**config.mk**
```make
export PLATFORM = sky130hd
export DESIGN_NAME = tcb_front_flat
export DESIGN_NICKNAME = d
export VERILOG_FILES = /design/src/rtl/tcb_pkg.sv /design/src/rtl/tcb_if.sv /design/src/rtl/tcb_front.sv /design/src/flat_wrapper.sv
export SDC_FILE = /design/constraint.sdc
export NUM_CORES = 1
export LEC_CHECK = 0
export BUFFER_PORTS_ARGS = -buffer_cell sky130_fd_sc_hd__buf_4
export CAP_MARGIN = 20
export CORE_ASPECT_RATIO = 2
export CORE_MARGIN = 2
export CORE_UTILIZATION = 58
export DETAILED_ROUTE_END_ITERATION = 16
export PLACE_DENSITY = 0.85
export SLEW_MARGIN = 20
export SYNTH_ARGS = -nofsm -noshare
export SYNTH_HDL_FRONTEND = slang
export SYNTH_SLANG_ARGS = --single-unit
```
**constraint.sdc**
```tcl
create_clock -name clk -period 8.26 [get_ports clk]
set_input_delay 1.652 -clock clk [delete_from_list [all_inputs] [get_ports clk]]
set_output_delay 1.652 -clock clk [all_outputs]
set_load 0.01 [all_outputs]
```
**src/rtl/tcb_pkg.sv**
```systemverilog
`timescale 1ns / 1ps
// Shared types and constants for the text cell buffer blitter.
// No dependencies; imported by front, back, top and bench.
package tcb_pkg;

	localparam int COLUMNS    = 80;
	localparam int ROWS       = 25;
	localparam int CELL_COUNT = COLUMNS * ROWS;
	localparam int ADDR_W     = $clog2(CELL_COUNT);

	localparam int COL_W = 7;
	localparam int ROW_W = 5;

	localparam logic [COL_W-1:0] COL_LIMIT = COL_W'(COLUMNS);
	localparam logic [ROW_W-1:0] ROW_LIMIT = ROW_W'(ROWS);

	localparam logic [7:0] SPACE_CODE = 8'h20;

	localparam int QUEUE_DEPTH = 2;
	localparam int QPTR_W      = $clog2(QUEUE_DEPTH);
	localparam int QCNT_W      = $clog2(QUEUE_DEPTH + 1);

	localparam int CFG_ADDR_W = 4;

	// input mode codes
	localparam logic [2:0] MODE_CLEAR = 3'd0;
	localparam logic [2:0] MODE_PUT   = 3'd1;
	localparam logic [2:0] MODE_BLIT  = 3'd2;
	localparam logic [2:0] MODE_READ  = 3'd3;
	localparam logic [2:0] MODE_TICK  = 3'd4;

	// register indexes (paddr[3:2])
	localparam logic [1:0] REG_BLINK_PERIOD = 2'd0;
	localparam logic [1:0] REG_LIT_COLOR    = 2'd1;
	localparam logic [1:0] REG_DARK_COLOR   = 2'd2;

	typedef enum logic [2:0] {
		OP_CLEAR,
		OP_PUT,
		OP_BLIT,
		OP_READ,
		OP_TICK
	} tcb_op_t;

	typedef struct packed {
		tcb_op_t           op;
		logic [COL_W-1:0]  col;
		logic [ROW_W-1:0]  row;
		logic [COL_W-1:0]  col_hi;
		logic [ROW_W-1:0]  row_hi;
		logic [7:0]        letter;
		logic [7:0]        color;
		logic [7:0]        bits;
		logic              on_screen;
	} tcb_cmd_t;

	typedef struct packed {
		logic     valid;
		tcb_cmd_t cmd;
	} tcb_head_t;

	typedef struct packed {
		logic pop;
		logic init_busy;
	} tcb_back_st_t;

	typedef struct packed {
		logic [7:0] blink_period;
		logic [7:0] lit_color;
		logic [7:0] dark_color;
	} tcb_cfg_t;

endpackage

```
**src/rtl/tcb_if.sv**
```systemverilog
`timescale 1ns / 1ps
// Valid/ready channel interfaces for command words and read response words.
// Standalone; field widths follow the block's item layout.
interface tcb_cmd_if;
	logic       valid;
	logic       ready;
	logic [2:0] mode;
	logic [6:0] col;
	logic [4:0] row;
	logic [6:0] col_end;
	logic [4:0] row_end;
	logic [7:0] letter;
	logic [7:0] color;
	logic [7:0] bitmap_byte;
	logic [3:0] rows;

	modport source (output valid, mode, col, row, col_end, row_end, letter, color,
		bitmap_byte, rows, input ready);
	modport sink (input valid, mode, col, row, col_end, row_end, letter, color,
		bitmap_byte, rows, output ready);
endinterface


```
**src/rtl/tcb_front.sv**
```systemverilog
`timescale 1ns / 1ps
// Front end: accepts command words, clips and classifies them, queues kept ones.
// Depends on tcb_pkg and tcb_cmd_if.
module tcb_front import tcb_pkg::*; (
	input  logic          clk,
	input  logic          arst_n,
	tcb_cmd_if.sink       cmd,
	input  tcb_back_st_t  back_st,
	output tcb_head_t     head
);

	tcb_cmd_t         q_mem_q [QUEUE_DEPTH];
	logic [QPTR_W-1:0] wr_ptr_q, rd_ptr_q;
	logic [QCNT_W-1:0] count_q;

	tcb_cmd_t   cls;
	logic       keep;
	logic       push;
	logic       pop;
	logic [3:0] blit_n8;
	logic [ROW_W-1:0] rows_left;
	logic [ROW_W-1:0] blit_n;

	assign cmd.ready = !back_st.init_busy && (count_q != QCNT_W'(QUEUE_DEPTH));
	assign pop       = back_st.pop;
	assign push      = cmd.valid && cmd.ready && keep;

	assign head.valid = (count_q != '0);
	assign head.cmd   = q_mem_q[rd_ptr_q];

	assign blit_n8   = (cmd.rows > 4'd8) ? 4'd8 : cmd.rows;
	assign rows_left = ROW_LIMIT - cmd.row;
	assign blit_n    = ({1'b0, blit_n8} > rows_left) ? rows_left : {1'b0, blit_n8};

	always_comb begin
		cls.op        = OP_TICK;
		cls.col       = cmd.col;
		cls.row       = cmd.row;
		cls.col_hi    = cmd.col;
		cls.row_hi    = cmd.row;
		cls.letter    = cmd.letter;
		cls.color     = cmd.color;
		cls.bits      = cmd.bitmap_byte;
		cls.on_screen = (cmd.col < COL_LIMIT) && (cmd.row < ROW_LIMIT);
		keep          = 1'b0;
		unique case (cmd.mode)
			MODE_CLEAR: begin
				cls.op     = OP_CLEAR;
				cls.col_hi = (cmd.col_end > COL_LIMIT) ? COL_LIMIT : cmd.col_end;
				cls.row_hi = (cmd.row_end > ROW_LIMIT) ? ROW_LIMIT : cmd.row_end;
				keep       = (cmd.col < cls.col_hi) && (cmd.row < cls.row_hi);
			end
			MODE_PUT: begin
				cls.op = OP_PUT;
				keep   = cls.on_screen;
			end
			MODE_BLIT: begin
				cls.op     = OP_BLIT;
				cls.row_hi = cmd.row + blit_n;
				keep       = cls.on_screen && (blit_n != '0);
			end
			MODE_READ: begin
				cls.op = OP_READ;
				keep   = 1'b1;
			end
			MODE_TICK: begin
				cls.op = OP_TICK;
				keep   = 1'b1;
			end
			default: begin
				keep = 1'b0;
			end
		endcase
	end

	always_ff @(posedge clk or negedge arst_n) begin
		if (!arst_n) begin
			wr_ptr_q <= '0;
			rd_ptr_q <= '0;
			count_q  <= '0;
		end else begin
			if (push) begin
				q_mem_q[wr_ptr_q] <= cls;
				wr_ptr_q          <= wr_ptr_q + QPTR_W'(1);
			end
			if (pop) begin
				rd_ptr_q <= rd_ptr_q + QPTR_W'(1);
			end
			if (push && !pop) begin
				count_q <= count_q + QCNT_W'(1);
			end else if (pop && !push) begin
				count_q <= count_q - QCNT_W'(1);
			end
		end
	end

endmodule

```
**src/flat_wrapper.sv**
```systemverilog
// flat-port wrapper written by rule: the top's interface ports become plain ports
module tcb_front_flat import tcb_pkg::*;
  (clk, arst_n, back_st, head, cmd_valid, cmd_mode, cmd_col, cmd_row, cmd_col_end, cmd_row_end, cmd_letter, cmd_color, cmd_bitmap_byte, cmd_rows, cmd_ready);
  tcb_cmd_if cmd_i ();
  input  logic clk;
  input  logic arst_n;
  input  tcb_back_st_t back_st;
  output tcb_head_t head;
  input wire logic [$bits(cmd_i.valid)-1:0] cmd_valid;
  input wire logic [$bits(cmd_i.mode)-1:0] cmd_mode;
  input wire logic [$bits(cmd_i.col)-1:0] cmd_col;
  input wire logic [$bits(cmd_i.row)-1:0] cmd_row;
  input wire logic [$bits(cmd_i.col_end)-1:0] cmd_col_end;
  input wire logic [$bits(cmd_i.row_end)-1:0] cmd_row_end;
  input wire logic [$bits(cmd_i.letter)-1:0] cmd_letter;
  input wire logic [$bits(cmd_i.color)-1:0] cmd_color;
  input wire logic [$bits(cmd_i.bitmap_byte)-1:0] cmd_bitmap_byte;
  input wire logic [$bits(cmd_i.rows)-1:0] cmd_rows;
  output wire logic [$bits(cmd_i.ready)-1:0] cmd_ready;
  assign cmd_i.valid = cmd_valid;
  assign cmd_i.mode = cmd_mode;
  assign cmd_i.col = cmd_col;
  assign cmd_i.row = cmd_row;
  assign cmd_i.col_end = cmd_col_end;
  assign cmd_i.row_end = cmd_row_end;
  assign cmd_i.letter = cmd_letter;
  assign cmd_i.color = cmd_color;
  assign cmd_i.bitmap_byte = cmd_bitmap_byte;
  assign cmd_i.rows = cmd_rows;
  assign cmd_ready = cmd_i.ready;
  tcb_front u_core (.clk(clk), .arst_n(arst_n), .cmd(cmd_i), .back_st(back_st), .head(head));
endmodule
```
# Word-level counts from Yosys, hierarchy flattened
# Memory sizes are Yosys's and may differ from the RTL's.
# Index checks and enable logic that the tools add are counted.
# word_totals
ff_bits	4
ram_bits	104
memories	1
word_cells	52
inputBits	60
rom_bits	0
latchBits	0
output_inout_bits	54
# memory_table
memory	depth	word_bits	rd	rd_ports_with_merged_regs	wr	line_no	text
u_core.q_mem_q	2	52	1	0	1	tcb_front.sv:12	tcb_cmd_t q_mem_q [QUEUE_DEPTH];
# classes
shifts	0
bitwise	0
mul	0
add_sub_neg	6
mux	12
n_reduce_logical	17
order_cmp	8
n_div	0
eq_ne	5
# ops
operator	count
$mux 7	2
$pmux 3 s4	1
$mux 5	2
$pmux 5 s2	1
$logic_and 1x1->1	9
$gt 7x7->1 const B	1
$lt 7x7->1	1
$lt 7x7->1 const B	1
$eq 3x2->1 const B	2
$add 5x5->5	1
$gt 4x5->1	1
$gt 5x5->1 const B	1
$lt 5x5->1	1
$lt 5x5->1 const B	1
$reduce_bool 5->1	1
$sub 5x5->5 const A	1
$gt 4x4->1 const B	1
$mux 2	2
$mux 4	1
$pmux 1 s4	1
$reduce_bool 2->1	2
$eq 3x1->1 const B	1
$eq 3x3->1 const B	1
$logic_not 1->1	3
7 further kinds	9

# Longest topological paths before layout
# depth
word_depth	12
mapped_depth	17
depth_no_buf	16

# Worst setup path before layout
# OpenSTA, ideal clock, no wires.
# synth_path
path_type	input port to flip-flop
start	input port cmd_col_end[0]
end	memory u_core.q_mem_q[1][0] (netlist bit), enable pin
path_buffers	0
cell_stages	10
setup_time_ns	0.415
setup_slack_ns	3.093
required_ns	7.845
t_arrival_ns	4.752
cell_sequence	o41a_1 -> o21ai_0 -> nand2_1 -> ha_1 -> nand3_1 -> nand2_1 -> a2111oi_4 -> o211ai_1 -> a41oi_2 -> and3_1
# synth_via
elab_chain_cells	9
# synth_lines
element	line_no	text
from (decl)	flat_wrapper.sv:13	input wire logic [$bits(cmd_i.col_end)-1:0] cmd_col_end;
$gt 7x7->1	tcb_front.sv:49	cls.col_hi = (cmd.col_end > COL_LIMIT) ? COL_LIMIT : cmd.col_end;
$mux 7 *	tcb_front.sv:49	
$lt 7x7->1 *	tcb_front.sv:51	keep = (cmd.col < cls.col_hi) && (cmd.row < cls.row_hi);
$logic_and 1x1->1 *	tcb_front.sv:51	
$pmux 1 s4 *	tcb_front.sv:46	unique case (cmd.mode)
$logic_and 1x1->1 *	tcb_front.sv:26	assign push = cmd.valid && cmd.ready && keep;
named net u_core.push	tcb_front.sv:18	logic push;
$mux 1 *	tcb_front.sv:82	if (push) begin
$logic_and 1x1->1 (not written as such) *	tcb_front.sv:83	q_mem_q[wr_ptr_q] <= cls;
$mux 1 (not written as such) *	tcb_front.sv:83	
to (decl)	tcb_front.sv:12	
# Mark *: on every way through the listed nets, which the timed path passes. The rest lies on a longest branch.

# Final worst setup path
# layout_path
start	input port cmd_col_end[0]
end	memory u_core.q_mem_q[0][1] (netlist bit), enable pin
# Same word-level chain as after synthesis.

==> out/summary.md <==
## Floorplan
• vertical die dimension: 134 um
• Die Area: 0.00920 mm2
• count of standard-cell rows: 47
• Die Span X: 68.8 um
• I/O Pins: 114
• initial cell density of the core: 59.2%
• area of the core: 0.00823 mm2

## Power and ir drop
• worst IR drop on VDD: 0.154 mV
• fraction of power consumed by sequential logic: 43.0%
• total net switching power: 384 uW
• internal power contribution: 1.09 mW
• switching fraction of total power: 26.1%
• total power per unit cell area: 242 mW/mm2
• Static Leakage: 2.39 nW
• portion of total power attributed to the clock network: 27.4%
• Logic pwr share: 29.5%

## Timing
• transition time of the tightest slew-check pin: 0.697 ns
• total count of max-transition violations in the final report: 0
• top achievable clock speed: 0.216 GHz
• fraction of the cycle the final worst path needs: 55.9%
• worst slew slack as a fraction of its limit: 53.5%
• Final min period: 4.62 ns
• setup repair after global routing missed its margin: false
• final-report hold violation count: 0
• minimum setup slack in the final design: 3.64 ns
• final setup violation count: 0
• Post-Route Setup TNS: 0 ns
• clk_skew: 0.00560 ns

## Yosys
• top_reg_cell synth: sky130_fd_sc_hd__edfxtp_1
• post-synth top area share: 64.1%
• average cell area after synthesis: 15.2 um2
• proportion of register bits with asynchronous set or reset after synthesis: 3.70%
• count of synthesis-stage warnings from yosys: 0
• FF+latch count, synth: 108
• Gate Count Post-Synth: 320
• count of flip-flops with a built-in enable after synthesis: 104
• summed instance area of the synthesized netlist: 0.00487 mm2
• Area contributors post-synth: sky130_fd_sc_hd__edfxtp_1, sky130_fd_sc_hd__mux2_2, sky130_fd_sc_hd__ha_1
• most frequently used cell type in the post-synthesis netlist: sky130_fd_sc_hd__edfxtp_1
• cell type with the largest total area after synthesis: sky130_fd_sc_hd__edfxtp_1
• synth cell count leaders: sky130_fd_sc_hd__edfxtp_1, sky130_fd_sc_hd__mux2_2, sky130_fd_sc_hd__nand2_1
• Distinct cells, synth: 40
• post-synth net total: 401
• proportion of synthesized chip area in sequential cells: 66.1%

## CTS
• insertion delay of the later-clocked pin in the worst-skew pair: 0.34 ns
• root cell of the clock tree: sky130_fd_sc_hd__clkbuf_16
• CTS Buf Count: 9
• TritonCTS clock tree: built
• total of cells resized after clock tree synthesis: 0
• number of buffers on the longest clock path: 2
• hold-fix buffer count after cts: 0
• Post-CTS Setup Bufs: 0
• H-tree depth reported by CTS: 3
• clock-pin slew of the registers on the worst-case setup and hold paths: 0.06 ns
• number of sinks on the clock net: 108

## Detailed routing
• first-pass detailed-route iteration total: 4
• via count: 3067
• DRC: 0
• detailed router's first-iteration violation count: 294
• final routed wirelength across all metal layers: 9880 um
• per-cell routed wire length: 18.4 um
• remaining antenna violation count after routing: 0
• via density per instance: 5.72

## Placed design
• final estimated routing congestion in global placement: 0.876
• post-DP HPWL: 7080 um
• Placed Cells: 521
• pre-CTS setup slack: 3.33 ns
• Port-buffer cells: 113

## Cells and area
• total number of nets in the final design: 515
• combined flip-flop and latch cell area: 0.00322 mm2
• P&R area growth vs syn: 25.0%
• multi-input gate area in the final layout: 0.00154 mm2
• layout cells sized above 1: 44.1%
• final antenna diode count: 0
• Filler Cells Inserted: 560
• Post-Layout Cell Count: 536

## Global routing
• first-pass GRT wire length: 14800 um
• met1 demand-to-capacity share in global routing: 21.6%
• largest net degree at the start of global routing: 54
• overall track demand over capacity in global routing: 22.5%
• grt total ovfl: 0
• layer with the highest usage after global routing: met2
• vias in the first global route: 3209
• met2 usage in global routing: 40.0%
• number of antenna violations at the first check in global routing: 0
• met3 Use GR: 4.73%

## Critical path
• kind of launch point of the worst setup path: input pin
• endpoint class of the critical path: register
• worst setup path category: input pin to register
• required arrival time at the worst endpoint: 8.23 ns
• CP Data Arrival Time: 4.59 ns
• CP max FO: 52

## Flow run
• maxcap violations: 0

## Worst hold path
• class of the most critical hold timing path: register to register

## Run status
• status: complete, no violations

[final timing paths]
check / start / to / slack, ns / cells after the start
hold / removal: u_core.count_q[1] / u_core.count_q[1] / 0.48 / 1
min in group asynchronous: arst_n / u_core.count_q[1] / 1.10 / 1
setup reg to reg: u_core.count_q[0] / u_core.q_mem_q[0][1] / 6.05 / 6
max in group asynchronous: arst_n / u_core.rd_ptr_q / 7.04 / 1
hold reg to reg: u_core.count_q[1] / u_core.count_q[1] / 0.48 / 1
setup / recovery: cmd_col_end[0] / u_core.q_mem_q[0][1] / 3.64 / 12
[cell usage in the layout, fill, tap and decap left out, types with 2 or more instances in the layout]
cell	count
sky130_fd_sc_hd__a211oi_1	2
sky130_fd_sc_hd__a21o_1	2
sky130_fd_sc_hd__a21oi_1	12
sky130_fd_sc_hd__a31oi_1	2
sky130_fd_sc_hd__buf_4	116
sky130_fd_sc_hd__clkbuf_16	9
sky130_fd_sc_hd__clkinv_2	2
sky130_fd_sc_hd__dfrtp_1	3
sky130_fd_sc_hd__edfxtp_1	104
sky130_fd_sc_hd__ha_1	20
sky130_fd_sc_hd__inv_1	13
sky130_fd_sc_hd__mux2_2	54
sky130_fd_sc_hd__mux2i_1	3
sky130_fd_sc_hd__nand2_1	24
sky130_fd_sc_hd__nand3_1	3
sky130_fd_sc_hd__nor2_1	9
sky130_fd_sc_hd__nor2b_1	3
sky130_fd_sc_hd__o211ai_1	3
sky130_fd_sc_hd__o21ai_0	19
sky130_fd_sc_hd__o22ai_1	2
sky130_fd_sc_hd__or2_2	3
sky130_fd_sc_hd__or3_1	2
sky130_fd_sc_hd__xnor2_1	3
sky130_fd_sc_hd__xor2_1	6
[critical path: stages]
cell and delay, ns:
sky130_fd_sc_hd__buf_4 0.12, sky130_fd_sc_hd__o41a_1 0.40, sky130_fd_sc_hd__o21ai_0 0.35, sky130_fd_sc_hd__nand2_1 0.14
sky130_fd_sc_hd__ha_1 0.21, sky130_fd_sc_hd__nand3_1 0.07, sky130_fd_sc_hd__nand2_1 0.09, sky130_fd_sc_hd__a2111oi_4 0.34
sky130_fd_sc_hd__o211ai_1 0.16, sky130_fd_sc_hd__a41oi_2 0.25, sky130_fd_sc_hd__and3b_2 0.21, sky130_fd_sc_hd__buf_4 0.56
[routing by layer]
metal / share of wire (%) / wire (um) / vias up
met5: 0 / 0 / -
met4: 5.6 / 553 / 0
met3: 4.9 / 483 / 35
met2: 57 / 5590 / 112
met1: 33 / 3250 / 1482
li1: - / - / 1438
[metrics by stage]
step	total power [mW]	instance area, um2	utilization [%]	hold slack (ns)
3_5_place_dp	1.08	5810	70.6	0.479
5_1_grt	1.53	6090	74.0	0.505
6_report	1.47	6090	74.0	0.482
2_1_floorplan	0.899	4870	-	0.448
3_3_place_gp	1.07	5810	70.6	0.460
4_1_cts	1.49	6090	74.0	0.489
[kinds of logic (layout without fill, tap and decap cells)]
family	count (synthesis)	after routing	share of synthesized area, %
flops	108	108	66.1
mux	57	57	13.1
simple gates	51	51	4.90
compound gates	48	48	6.47
buf+inv	26	144	2.26
fa+ha+maj	21	21	5.54
xor+xnor	9	9	1.62
[cell type report]
| class | count | share of cell area (%) |
|---|---|---|
| well taps | 98 | 2.01 |
| repair buffers | 116 | 14.3 |
| clock buffers | 10 | 3.76 |
| inverters | 13 | 0.801 |
| flip-flops and latches | 108 | 52.9 |
| clock inverters | 5 | 0.863 |
| multi-input cells | 186 | 25.3 |
[state kept, by name (all words and copies together), names as in the netlist]
name,count
u_core.rd_ptr_q,1
u_core.q_mem_q,104
u_core.wr_ptr_q,1
u_core.count_q,2
[power groups by stage]
stage | registers (mW) | clock network, mW | logic (mW)
6_report | 0.634 | 0.404 | 0.435
5_1_grt | 0.636 | 0.431 | 0.467
4_1_cts | 0.634 | 0.412 | 0.442
3_5_place_dp | 0.646 | 0 | 0.438
3_3_place_gp | 0.644 | 0 | 0.430
2_1_floorplan | 0.643 | 0 | 0.256
Note: power is estimated with default switching activity, not from simulation.
